File: config.mk
export PLATFORM = sky130hd
export DESIGN_NAME = float_stream_numerics_check
export DESIGN_NICKNAME = d
export VERILOG_FILES = /design/src/design/fsnc_pkg.sv /design/src/design/fsnc_fp_add.sv /design/src/design/float_stream_numerics_check.sv
export SDC_FILE = /design/constraint.sdc
export NUM_CORES = 2
export LEC_CHECK = 0
export ABC_CLOCK_PERIOD_IN_PS = 32600
export BUFFER_PORTS_ARGS = -buffer_cell sky130_fd_sc_hd__buf_2
export CORE_ASPECT_RATIO = 1.1
export CORE_MARGIN = 3
export CORE_UTILIZATION = 56
export CTS_BUF_LIST = sky130_fd_sc_hd__clkbuf_4
export DETAILED_ROUTE_END_ITERATION = 7
export HOLD_SLACK_MARGIN = 0.05
export PLACE_DENSITY = 0.75
export REMOVE_ABC_BUFFERS = 1
export SKIP_LAST_GASP = 1
export SYNTH_ARGS = -nofsm -noshare
export SYNTH_HDL_FRONTEND = slang
export SYNTH_HIERARCHICAL = 1
export SYNTH_SLANG_ARGS = --single-unit
File: constraint.sdc
create_clock -name clk -period 32.6 [get_ports clk]
set_input_delay 1.63 -clock clk [delete_from_list [all_inputs] [get_ports clk]]
set_output_delay 1.63 -clock clk [all_outputs]
set_load 0.1 [all_outputs]
File: src/design/fsnc_pkg.sv
// Package for the float stream numerics checker: fp32 constants, format and
// register codes, and the element widening and ordering functions.
// No dependencies.
`default_nettype none
package fsnc_pkg;

  localparam logic [31:0] FP32_POS_INF = 32'h7F80_0000;
  localparam logic [31:0] FP32_NEG_INF = 32'hFF80_0000;
  localparam logic [31:0] FP32_QNAN    = 32'h7FC0_0000;
  localparam logic [31:0] FP32_ZERO    = 32'h0000_0000;

  typedef enum logic [1:0] {
    FMT_FP32 = 2'd0,
    FMT_FP16 = 2'd1,
    FMT_BF16 = 2'd2,
    FMT_RSVD = 2'd3
  } fmt_t;

  localparam logic REG_FORMAT = 1'b0;
  localparam logic REG_STATS  = 1'b1;

  function automatic logic is_nan(input logic [31:0] b);
    is_nan = (b[30:23] == 8'hFF) && (b[22:0] != 23'd0);
  endfunction

  // Exact widening of an fp16 value to fp32.
  function automatic logic [31:0] widen_half(input logic [15:0] h);
    logic [4:0]  e;
    logic [9:0]  m;
    logic [3:0]  p;
    logic [9:0]  mn;
    logic [30:0] body;
    e = h[14:10];
    m = h[9:0];
    p = 4'd0;
    for (int i = 0; i < 10; i++) begin
      if (m[i]) p = 4'(i);
    end
    mn = m << (4'd10 - p);
    if (e == 5'h1F) begin
      body = {8'hFF, m, 13'd0};
    end else if (e != 5'd0) begin
      body = {8'(e) + 8'd112, m, 13'd0};
    end else if (m == 10'd0) begin
      body = 31'd0;
    end else begin
      body = {8'd103 + 8'(p), mn, 13'd0};
    end
    widen_half = {h[15], body};
  endfunction

  function automatic logic [31:0] widen(input fmt_t f, input logic [31:0] raw);
    case (f)
      FMT_FP16: widen = widen_half(raw[15:0]);
      FMT_BF16: widen = {raw[15:0], 16'd0};
      default:  widen = raw;
    endcase
  endfunction

  // Strict less-than on two non-NaN fp32 values; zeros of both signs are equal.
  function automatic logic fp_lt(input logic [31:0] a, input logic [31:0] b);
    if (a[30:0] == 31'd0 && b[30:0] == 31'd0) begin
      fp_lt = 1'b0;
    end else if (a[31] != b[31]) begin
      fp_lt = a[31];
    end else if (!a[31]) begin
      fp_lt = a[30:0] < b[30:0];
    end else begin
      fp_lt = a[30:0] > b[30:0];
    end
  endfunction

endpackage
`default_nettype wire

File: src/design/fsnc_fp_add.sv
// Combinational fp32 adder, round to nearest even, subnormals kept,
// every NaN result given as the canonical quiet NaN. Uses fsnc_pkg.
`default_nettype none
module fsnc_fp_add (
  input  wire logic [31:0] a,
  input  wire logic [31:0] b,
  output logic      [31:0] sum
);

  logic        swap;
  logic [31:0] x, y;
  logic [7:0]  ex, ey, d;
  logic [23:0] mx, my;
  logic [26:0] big, small_full, small_sh, small_al;
  logic        sticky, same;
  logic [27:0] s;
  logic [4:0]  lz;
  logic [7:0]  limit, shift;
  logic [26:0] n;
  logic [8:0]  e9;
  logic        up;
  logic [7:0]  field;
  logic [30:0] body;

  always_comb begin
    swap = b[30:0] > a[30:0];
    x = swap ? b : a;
    y = swap ? a : b;
    ex = (x[30:23] == 8'd0) ? 8'd1 : x[30:23];
    ey = (y[30:23] == 8'd0) ? 8'd1 : y[30:23];
    mx = {x[30:23] != 8'd0, x[22:0]};
    my = {y[30:23] != 8'd0, y[22:0]};
    d = ex - ey;
    big = {mx, 3'b000};
    small_full = {my, 3'b000};
    if (d >= 8'd27) begin
      small_sh = 27'd0;
      sticky = my != 24'd0;
    end else begin
      small_sh = small_full >> d[4:0];
      sticky = (small_full & ~(27'h7FF_FFFF << d[4:0])) != 27'd0;
    end
    small_al = {small_sh[26:1], small_sh[0] | sticky};
    same = x[31] == y[31];
    s = same ? ({1'b0, big} + {1'b0, small_al}) : ({1'b0, big} - {1'b0, small_al});

    lz = 5'd0;
    for (int i = 0; i < 27; i++) begin
      if (s[i]) lz = 5'(26 - i);
    end
    limit = ex - 8'd1;
    shift = ({3'd0, lz} < limit) ? {3'd0, lz} : limit;
    if (s[27]) begin
      n = {s[27:2], s[1] | s[0]};
      e9 = {1'b0, ex} + 9'd1;
    end else begin
      n = s[26:0] << shift[4:0];
      e9 = {1'b0, ex} - {1'b0, shift};
    end
    up = n[2] & (n[1] | n[0] | n[3]);
    field = n[26] ? e9[7:0] : 8'd0;
    body = {field, n[25:3]} + {30'd0, up};

    if (fsnc_pkg::is_nan(a) || fsnc_pkg::is_nan(b)) begin
      sum = fsnc_pkg::FP32_QNAN;
    end else if (x[30:0] == 31'h7F80_0000) begin
      if (y[30:0] == 31'h7F80_0000 && !same) sum = fsnc_pkg::FP32_QNAN;
      else sum = x;
    end else if (s == 28'd0) begin
      sum = {same & x[31], 31'd0};
    end else if (e9 >= 9'd255) begin
      sum = {x[31], 31'h7F80_0000};
    end else begin
      sum = {x[31], body};
    end
  end

endmodule
`default_nettype wire

File: src/design/float_stream_numerics_check.sv
// Top level of the float stream numerics checker: APB register file, input
// register, accumulators and result register. Uses fsnc_pkg and fsnc_fp_add.
`default_nettype none
// The block takes one element beat per cycle, sustained, and one result beat
// per tensor. An accepted beat is widened to fp32 into an input register;
// from there it is folded into the running sum and absolute sum (one fp32
// adder each, the loop that sets the clock rate), the running minimum and
// maximum and the sticky zero, NaN and infinity flags. When the beat carries
// is_last, the finished statistics go into the result register, which frees
// the accumulators the same cycle, so a new tensor may start at once. The
// last element's beat passes the input register, then the result register.
// Input is only held back when a result waits in the output register and the
// next last element is ready to leave the input register. Registers: element
// format at byte address 0 (0 fp32, 1 fp16, 2 bf16 in the low 16 bits, 3
// is taken as fp32) and statistics enable at address 4 (reset 1); with it
// clear, sum, absolute sum, minimum and maximum read as zero. Write them
// only while no tensor is in flight.
module float_stream_numerics_check (
  input  wire logic        clk,
  input  wire logic        rst,
  input  wire logic        psel,
  input  wire logic        penable,
  input  wire logic        pwrite,
  input  wire logic [2:0]  paddr,
  input  wire logic [31:0] pwdata,
  output logic      [31:0] prdata,
  output logic             pready,
  input  wire logic        in_valid,
  output logic             in_ready,
  input  wire logic [31:0] element_bits,
  input  wire logic        is_last,
  output logic             out_valid,
  input  wire logic        out_ready,
  output logic      [31:0] total_sum,
  output logic      [31:0] total_abs_sum,
  output logic      [31:0] smallest,
  output logic      [31:0] largest,
  output logic             saw_zero,
  output logic             saw_nan,
  output logic             saw_infinity
);

  // Configuration registers.
  fsnc_pkg::fmt_t element_format;
  logic           stats_enable;

  // Input register.
  logic        s1_valid;
  logic        s1_last;
  logic [31:0] s1_x;
  logic        s1_adv;

  // Accumulators.
  logic [31:0] running_sum, running_abs_sum, running_min, running_max;
  logic        zero_seen, nan_seen, inf_seen;
  logic [31:0] sum_next, abs_next, min_next, max_next;
  logic        zero_next, nan_next, inf_next;
  logic [31:0] abs_x;
  logic        x_nan;

  assign pready = 1'b1;

  always_comb begin
    prdata = 32'd0;
    if (paddr[2] == fsnc_pkg::REG_FORMAT) prdata = {30'd0, element_format};
    else prdata = {31'd0, stats_enable};
  end

  always_ff @(posedge clk) begin
    if (rst) begin
      element_format <= fsnc_pkg::FMT_FP32;
      stats_enable <= 1'b1;
    end else if (psel && penable && pwrite && pready) begin
      if (paddr[2] == fsnc_pkg::REG_FORMAT) begin
        element_format <= fsnc_pkg::fmt_t'(pwdata[1:0]);
      end else begin
        stats_enable <= pwdata[0];
      end
    end
  end

  // A beat leaves the input register unless it closes a tensor while the
  // result register is still occupied.
  assign s1_adv = s1_valid && (!s1_last || !out_valid || out_ready);
  assign in_ready = !s1_valid || s1_adv;

  always_ff @(posedge clk) begin
    if (rst) begin
      s1_valid <= 1'b0;
    end else if (in_ready) begin
      s1_valid <= in_valid;
    end
  end

  always_ff @(posedge clk) begin
    if (in_valid && in_ready) begin
      s1_x <= fsnc_pkg::widen(element_format, element_bits);
      s1_last <= is_last;
    end
  end

  assign abs_x = {1'b0, s1_x[30:0]};
  assign x_nan = fsnc_pkg::is_nan(s1_x);

  fsnc_fp_add u_sum_add (
    .a   (running_sum),
    .b   (s1_x),
    .sum (sum_next)
  );

  fsnc_fp_add u_abs_add (
    .a   (running_abs_sum),
    .b   (abs_x),
    .sum (abs_next)
  );

  always_comb begin
    min_next = running_min;
    max_next = running_max;
    if (!x_nan && fsnc_pkg::fp_lt(s1_x, running_min)) min_next = s1_x;
    if (!x_nan && fsnc_pkg::fp_lt(running_max, s1_x)) max_next = s1_x;
    zero_next = zero_seen | (abs_x == 32'd0);
    nan_next = nan_seen | x_nan;
    inf_next = inf_seen | (abs_x == fsnc_pkg::FP32_POS_INF);
  end

  always_ff @(posedge clk) begin
    if (rst || (s1_adv && s1_last)) begin
      running_sum <= fsnc_pkg::FP32_ZERO;
      running_abs_sum <= fsnc_pkg::FP32_ZERO;
      running_min <= fsnc_pkg::FP32_POS_INF;
      running_max <= fsnc_pkg::FP32_NEG_INF;
      zero_seen <= 1'b0;
      nan_seen <= 1'b0;
      inf_seen <= 1'b0;
    end else if (s1_adv) begin
      running_sum <= sum_next;
      running_abs_sum <= abs_next;
      running_min <= min_next;
      running_max <= max_next;
      zero_seen <= zero_next;
      nan_seen <= nan_next;
      inf_seen <= inf_next;
    end
  end

  // Result register.
  always_ff @(posedge clk) begin
    if (rst) begin
      out_valid <= 1'b0;
    end else if (s1_adv && s1_last) begin
      out_valid <= 1'b1;
    end else if (out_ready) begin
      out_valid <= 1'b0;
    end
  end

  always_ff @(posedge clk) begin
    if (s1_adv && s1_last) begin
      total_sum <= stats_enable ? sum_next : fsnc_pkg::FP32_ZERO;
      total_abs_sum <= stats_enable ? abs_next : fsnc_pkg::FP32_ZERO;
      smallest <= stats_enable ? min_next : fsnc_pkg::FP32_ZERO;
      largest <= stats_enable ? max_next : fsnc_pkg::FP32_ZERO;
      saw_zero <= zero_next;
      saw_nan <= nan_next;
      saw_infinity <= inf_next;
    end
  end

  // A beat that does not close a tensor never waits in the input register.
  a_mid_beat_moves: assert property (@(posedge clk) disable iff (rst)
    s1_valid && !s1_last |-> s1_adv)
    else $error("non-last beat stalled in input register");

  // Input is only refused while a result waits and another is due.
  a_stall_cause: assert property (@(posedge clk) disable iff (rst)
    !in_ready |-> out_valid && !out_ready && s1_valid && s1_last)
    else $error("input refused without a waiting result");

  // The held minimum and maximum are never NaN.
  a_minmax_not_nan: assert property (@(posedge clk) disable iff (rst)
    !fsnc_pkg::is_nan(running_min) && !fsnc_pkg::is_nan(running_max))
    else $error("NaN reached the running minimum or maximum");

  // Closing a tensor clears the sticky flags.
  a_clear_after_last: assert property (@(posedge clk) disable iff (rst)
    s1_adv && s1_last |=> !zero_seen && !nan_seen && !inf_seen)
    else $error("flags not cleared after last element");

endmodule
`default_nettype wire
======== Word-level counts from Yosys, hierarchy flattened ========
Cells that the tools add are included.
word-level totals
  flip-flop bits (word level) ............. 300
  input port bits ......................... 75
  output and inout bits ................... 166
  logic and storage cells ................. 255
operators by class
  add/subtract/negate cells ............... 17
  $lt $le $gt $ge ......................... 12
  equal/unequal tests ..................... 15
  shift operators ......................... 7
  multiplexer cells ....................... 112
  bitwise operators ....................... 20
  reduce and logical (&&, ||, !) cells .... 52
operators by type and width
  kind                     number
  $mux W32                 14
  $mux W5                  54
  $eq A31 B31 Y1 const B   5
  $mux W31                 5
  $gt A31 B31 Y1           4
  $mux W27                 4
  $logic_not A31 Y1        3
  $reduce_bool A23 Y1      3
  $mux W8                  8
  $pmux W32 S2             1
  $add A31 B1 Y31          2
  $lt A31 B31 Y1           2
  $add A27 B27 Y28         2
  $logic_not A28 Y1        2
  $mux W28                 2
  $sub A27 B27 Y28         2
  $and A27 B27 Y27         2
  $not A27 Y27             2
  $reduce_bool A27 Y1      2
  $shl A27 B5 Y27          2
  $shl A27 B5 Y27 const A  2
  $shr A27 B5 Y27          2
  $reduce_bool A24 Y1      2
  $mux W4                  10
  other kinds (33)         98

======== Depth between registers and ports, before layout ========
  depth after elaboration ................. 52
  mapped depth ............................ 80

======== Modules after synthesis ========
Netlist, hierarchy kept.
modules (own cells, without submodules)
  module                       times used  cells an instance  area an instance (um2)  seq. area each (um2)
  float_stream_numerics_check  1           1500               14711.6                 7647.3
  fsnc_fp_add at u_abs_add     1           1985               13063.8                 0.0
  fsnc_fp_add at u_sum_add     1           1857               12642.1                 0.0

======== Worst setup path after synthesis ========
No wires, ideal clock.
  kind .................................... register to register
  from .................................... reg s1_x[30]
  to ...................................... reg total_abs_sum[25] (data pin)
  arrival ................................. 14669 ps
  data required time ...................... 32345 ps
  slack ................................... 17676 ps
  stages on the path, launching flop included .. 73
  path buffers ............................ 14
  period minus slack after synthesis ...... 14924 ps
  cells stage by stage .................... edfxtp_1 > ha_1 > nand4_2 > nor4_4 > nand3_1 > a21boi_4 > nor2_4 > buf_2 > buf_1 > buf_1 > clkbuf_1 > nand2_1 > o211ai_1 > ha_1 > inv_1 > fa_1 > buf_6 > xor2_1 > (+37 left out) > buf_4 > ha_1 > nand2_1 > inv_1 > ha_1 > a21o_1 > a21oi_1 > o21bai_1 > a21oi_1 > o21bai_1 > a21oi_1 > xnor2_1 > nand4_1 > nand2_1 > a21oi_1 > o21ai_0 > or3_1 > and2_1
between the ends
  word-level cells in the longest chain between the ends .. 52
ends and longest elaborated chain
  element                              line                                  source
  start, declared                      float_stream_numerics_check.sv:50     logic [31:0] s1_x;
  start signal, assigned               float_stream_numerics_check.sv:97     s1_x <= fsnc_pkg::widen(element_format, element_bits);
  $gt A31 B31 Y1                       fsnc_fp_add.sv:26                     swap = b[30:0] > a[30:0];
  $mux W32 (on tied branches)          fsnc_fp_add.sv:27, fsnc_fp_add.sv:28
  $logic_not A8 Y1 (on tied branches)  fsnc_fp_add.sv:29, fsnc_fp_add.sv:30
  $mux W8 (on tied branches)           fsnc_fp_add.sv:29, fsnc_fp_add.sv:30
  $sub A8 B8 Y8                        fsnc_fp_add.sv:33                     d = ex - ey;
  $shl A27 B5 Y27                      fsnc_fp_add.sv:41                     sticky = (small_full & ~(27'h7FF_FFFF << d[4:0])) != 27'd0;
  $not A27 Y27                         fsnc_fp_add.sv:41
  $and A27 B27 Y27                     fsnc_fp_add.sv:41
  (+36 left out)                       -
  $or A1 B1 Y1 (2 in a row)            fsnc_fp_add.sv:60                     up = n[2] & (n[1] | n[0] | n[3]);
  $and A1 B1 Y1                        fsnc_fp_add.sv:60
  $add A31 B1 Y31                      fsnc_fp_add.sv:62                     body = {field, n[25:3]} + {30'd0, up};
  $mux W31                             fsnc_fp_add.sv:71                     end else if (e9 >= 9'd255) begin
  $mux W32                             fsnc_fp_add.sv:69                     end else if (s == 28'd0) begin
  $mux W32                             fsnc_fp_add.sv:66                     end else if (x[30:0] == 31'h7F80_0000) begin
  $mux W32 (*)                         fsnc_fp_add.sv:64                     if (fsnc_pkg::is_nan(a) || fsnc_pkg::is_nan(b)) begin
  named net abs_next[25]               float_stream_numerics_check.sv:56     logic [31:0] sum_next, abs_next, min_next, max_next;
  end signal, assigned                 float_stream_numerics_check.sv:161    total_abs_sum <= stats_enable ? abs_next : fsnc_pkg::FP32_ZERO;
  end, declared                        float_stream_numerics_check.sv:35     output logic [31:0] total_abs_sum,
Mark *: on every way through the listed nets, which the timed path passes. The rest lies on a longest branch.
A chain may end at the register's enable or synchronous reset.

======== Worst setup path after layout ========
  from .................................... reg running_sum[10]
  to ...................................... reg total_sum[4] (data pin)
between the ends
  word-level cells in the longest chain between the ends .. 52
ends and longest elaborated chain
  element                              line                                  source
  start, declared                      float_stream_numerics_check.sv:54     logic [31:0] running_sum, running_abs_sum, running_min, running_max;
  start signal, assigned               float_stream_numerics_check.sv:129    running_sum <= fsnc_pkg::FP32_ZERO;
  start signal, assigned               float_stream_numerics_check.sv:137    running_sum <= sum_next;
  $gt A31 B31 Y1                       fsnc_fp_add.sv:26
  $mux W32 (on tied branches)          fsnc_fp_add.sv:27, fsnc_fp_add.sv:28
  $logic_not A8 Y1 (on tied branches)  fsnc_fp_add.sv:29, fsnc_fp_add.sv:30
  $mux W8 (on tied branches)           fsnc_fp_add.sv:29, fsnc_fp_add.sv:30
  $sub A8 B8 Y8                        fsnc_fp_add.sv:33
  $shl A27 B5 Y27                      fsnc_fp_add.sv:41
  $not A27 Y27                         fsnc_fp_add.sv:41
  $and A27 B27 Y27                     fsnc_fp_add.sv:41
  (+36 left out)                       -
  $or A1 B1 Y1 (2 in a row)            fsnc_fp_add.sv:60
  $and A1 B1 Y1                        fsnc_fp_add.sv:60
  $add A31 B1 Y31                      fsnc_fp_add.sv:62
  $mux W31                             fsnc_fp_add.sv:71
  $mux W32                             fsnc_fp_add.sv:69
  $mux W32                             fsnc_fp_add.sv:66
  $mux W32 (*)                         fsnc_fp_add.sv:64
  named net sum_next[4]                float_stream_numerics_check.sv:56
  end signal, assigned                 float_stream_numerics_check.sv:160    total_sum <= stats_enable ? sum_next : fsnc_pkg::FP32_ZERO;
  end, declared                        float_stream_numerics_check.sv:34     output logic [31:0] total_sum,
Marks and branches as above.

==> metrics.md <==
| Metric | Value |
|---|---|
| Mapped Avg Cell Area | 7.57 um^2 |
| Status | finished, final reports clean |
| Fmax | 0.0529 GHz |
| Largest net degree at the start of global routing | 117 |
| Num CTS Buffers | 81 |
| # clock sinks | 300 |
| Core Box Area | 71000 um^2 |
| RR Endpoint | total_sum[4]$_SDFFCE_PN0P_ |
| # setup viols final | 0 |
| PortBufs | 177 |
| Critical Path AT | 19570 ps |
| First-pass GRT wire length | 240000 um |
| R2r setup slk | 13700 ps |
| Fin area | 42900 um^2 |
| Vias in the first global route | 40600 |
| Synthesized cell area | 40400 um^2 |
| Fraction of layout cells with a size suffix above 1 | 0.128 |
| Worst slew margin | 0.136 |
| FP Rows | 102 |
| Hold Path Depth | 2 |
| Critical Path Max Stage Delay | 960 ps |
| Worst path most repeated cell | a21oi_1 |
| Clk_skew | 126 ps |
| Die Area | 75400 um^2 |
| # resized after CTS | 0 |
| Setup Buffers After CTS | 0 |
| Seq/Total Area, Yosys | 0.189 |
| HPWL after detailed placement | 117000 um |
| Gr usage total | 0.409 |
| RSZ-0062 raised after global routing | no |
| Reg clk slew, reported paths | 70 ps |
| Final RePlAce weighted congestion | 1.05 |
| CTS Root Cell | clkbuf_4 |
| Hold_buf cts | 0 |
| Max Transition Viols Final | 0 |
| Actual slew at the worst max-slew pin | 1280 ps |
| Global route total overflow | 0 |
| # fillers | 6700 |
| Hold Path Class | flip-flop to flip-flop |
| Worst r2r path cells | 60 |
| Worst EP required | 33280 ps |
| CP startpoint kind | flip-flop |
| Initial Utilization | 0.570 |
| Average wire per standard cell | 24.9 um |
| DRT iter0 DRCs | 5166 |
| CP Capture Type | flip-flop |
| Via Count | 43700 |
| Max Cap Violations | 0 |
| TNS Setup | 0 ps |
| Slowest-stage cell, CP | xnor2_1 |
| Post-Route WL | 159000 um |
| Final Hold Vio Count | 0 |
| Ports | 241 |
| Initial antenna violation count | 2 |
| Setup crit start | running_sum[10]$_SDFFE_PP0P_ |
| Die height | 288 um |
| Ys flop type | edfxtp_1 |
| Syn Inst Count | 5342 |
| CTS tree | built |
| FF+latch count, synth | 300 |
| Number of synthesized flops with an enable pin | 164 |
| Cell Area, Placed | 41800 um^2 |
| Hold EP | nan_seen$_SDFFE_PP0P_ |
| Residual DRC count | 0 |
| Final ANT Viol Nets | 0 |
| Crit Path Max Fanout | 65 |
| Clock Path Buffers | 3 |
| Worst-skew pair later-pin latency | 890 ps |
| Synth warn | 6 |
| Beginning of the worst hold path | nan_seen$_SDFFE_PP0P_ |
| Ratio of final minimum period to clock period | 0.580 |
| Via-to-Cell Ratio | 6.83 |
| H-tree depth | 3 |
| Reg2Reg Launch Point | running_sum[10]$_SDFFE_PP0P_ |
| Pre-antenna DRT Iters | 7 |
| # nets final | 5746 |
| Ys async rst share | 0 |
| Netlist cell types | 150 |
| Critical path class | flip-flop to flip-flop |
| Area Growth Syn to Fin | 6.09% |
| DIE WIDTH | 262 um |
| Final Critical Period | 18900 ps |
-- worst max path at each step --
stage,end,slack (ps),cells past startpoint
after floorplan,running_sum[4]$_SDFFE_PP0P_,15110,64
after global placement,total_sum[4]$_SDFFCE_PN0P_,14580,57
after detailed placement,total_sum[4]$_SDFFCE_PN0P_,14490,57
after CTS,running_sum[4]$_SDFFE_PP0P_,14460,58
after global routing,running_sum[4]$_SDFFE_PP0P_,12630,57
final,total_sum[4]$_SDFFCE_PN0P_,13700,60
-- layout by cell type, fill, tap and decap left out, types with 33 or more instances in the layout --
cell,instances
o21bai_1,43
o211ai_1,47
nand4_1,85
mux2_2,52
dfxtp_1,135
nor4_1,90
or3_1,45
o21ai_0,243
o221ai_1,35
ha_1,268
nand2_1,800
mux2i_1,320
edfxtp_1,164
mux4_2,53
a21o_1,64
nand3_1,143
and3_1,48
inv_1,304
nor3_1,149
conb_1,33
a211oi_1,70
a21oi_1,446
and2_1,100
nand2b_1,45
buf_2,177
nor2_1,422
clkbuf_4,116
a31oi_1,41
buf_4,102
xnor2_1,86
-- state kept, by name, summed over array words and instances, names as in the netlist, 2 cells and up --
| name | count |
|---|---|
| largest | 32 |
| element_format | 2 |
| smallest | 32 |
| s1_x | 32 |
| running_sum | 32 |
| running_max | 32 |
| running_abs_sum | 32 |
| running_min | 32 |
| total_sum | 32 |
| total_abs_sum | 32 |
-- synthesized netlist by cell type, types with 16 or more instances --
| library cell | number | share of area |
|---|---|---|
| a211o_1 | 18 | 0.0039 |
| a211oi_1 | 71 | 0.013 |
| a21o_1 | 64 | 0.012 |
| a21oi_1 | 446 | 0.055 |
| a221oi_1 | 18 | 0.0039 |
| a22oi_1 | 19 | 0.0035 |
| a311oi_1 | 16 | 0.0035 |
| a31oi_1 | 42 | 0.0065 |
| and2_1 | 101 | 0.016 |
| and3_1 | 49 | 0.0076 |
| buf_1 | 20 | 0.0019 |
| buf_2 | 53 | 0.0066 |
| buf_4 | 50 | 0.0093 |
| buf_6 | 22 | 0.0061 |
| clkbuf_1 | 197 | 0.018 |
| dfxtp_1 | 136 | 0.067 |
| edfxtp_1 | 164 | 0.12 |
| ha_1 | 272 | 0.084 |
| inv_1 | 304 | 0.028 |
| mux2_2 | 52 | 0.014 |
| mux2i_1 | 320 | 0.079 |
| mux4_2 | 53 | 0.030 |
| nand2_1 | 801 | 0.074 |
| nand2b_1 | 45 | 0.0070 |
| nand3_1 | 143 | 0.018 |
| nand4_1 | 85 | 0.013 |
| nor2_1 | 424 | 0.039 |
| nor2b_1 | 28 | 0.0043 |
| nor3_1 | 150 | 0.019 |
| nor4_1 | 92 | 0.014 |
| o211ai_1 | 47 | 0.0087 |
| o21a_1 | 30 | 0.0056 |
| o21ai_0 | 243 | 0.030 |
| o21ai_1 | 28 | 0.0035 |
| o21bai_1 | 43 | 0.0080 |
| o221ai_1 | 35 | 0.0076 |
| o22ai_1 | 31 | 0.0048 |
| o31ai_1 | 28 | 0.0052 |
| or2_2 | 21 | 0.0033 |
| or3_1 | 45 | 0.0070 |
| xnor2_1 | 88 | 0.019 |
| xor2_1 | 34 | 0.0074 |
-- kinds of logic after synthesis --
family | Yosys count | share of synthesized area
buffers and inverters | 659 | 0.0716
AOI/OAI and AO/OA | 1427 | 0.242
other | 2 | 0.000186
muxes | 434 | 0.126
xor gates and xnor gates | 130 | 0.0299
adders and majority gates | 278 | 0.0872
and+or+nand+nor | 2112 | 0.253
DFF | 300 | 0.189
-- stage by stage --
step	hold WS (ps)	setup WS (ps)	instances	util
after floorplan	428	15110	5031	-
final	468	13700	6399	0.604
after CTS	467	14460	6397	0.604
after global placement	441	14580	6246	0.589
after detailed placement	451	14490	6246	0.589
after global routing	490	12630	6398	0.604
-- metal layers --
metal / wire, um / GRT usage / vias up / share of wire
met1: 59500 / 0.499 / 20500 / 0.37
li1: - / - / 19800 / -
met4: 14000 / 0.311 / 2 / 0.088
met5: 13 / 0 / - / 0.000082
met3: 15900 / 0.0872 / 695 / 0.10
met2: 70100 / 0.628 / 2694 / 0.44
-- layout make-up --
class	count	area, um^2	area share
inverter	317	1190	0.0277
antenna	2	5.00	0.000117
tap	936	1170	0.0273
clock buffer	116	871	0.0203
sequential	300	7650	0.178
timing repair buffer	279	1650	0.0385
clock inverter	35	183	0.00426
multi-input combinational	4414	30200	0.703
-- worst max-delay path: cells and delay by family (launching register included) --
family	cells	cell delay (ps)
compound gates	23	6280
xor+xnor	2	1150
fa+ha+maj	6	2140
buf+inv	7	2340
flops	1	590
mux	3	890
simple gates	19	5270
Power is not shown: default switching activity piles up to over one toggle a cycle in this logic, so the estimate is an artifact.
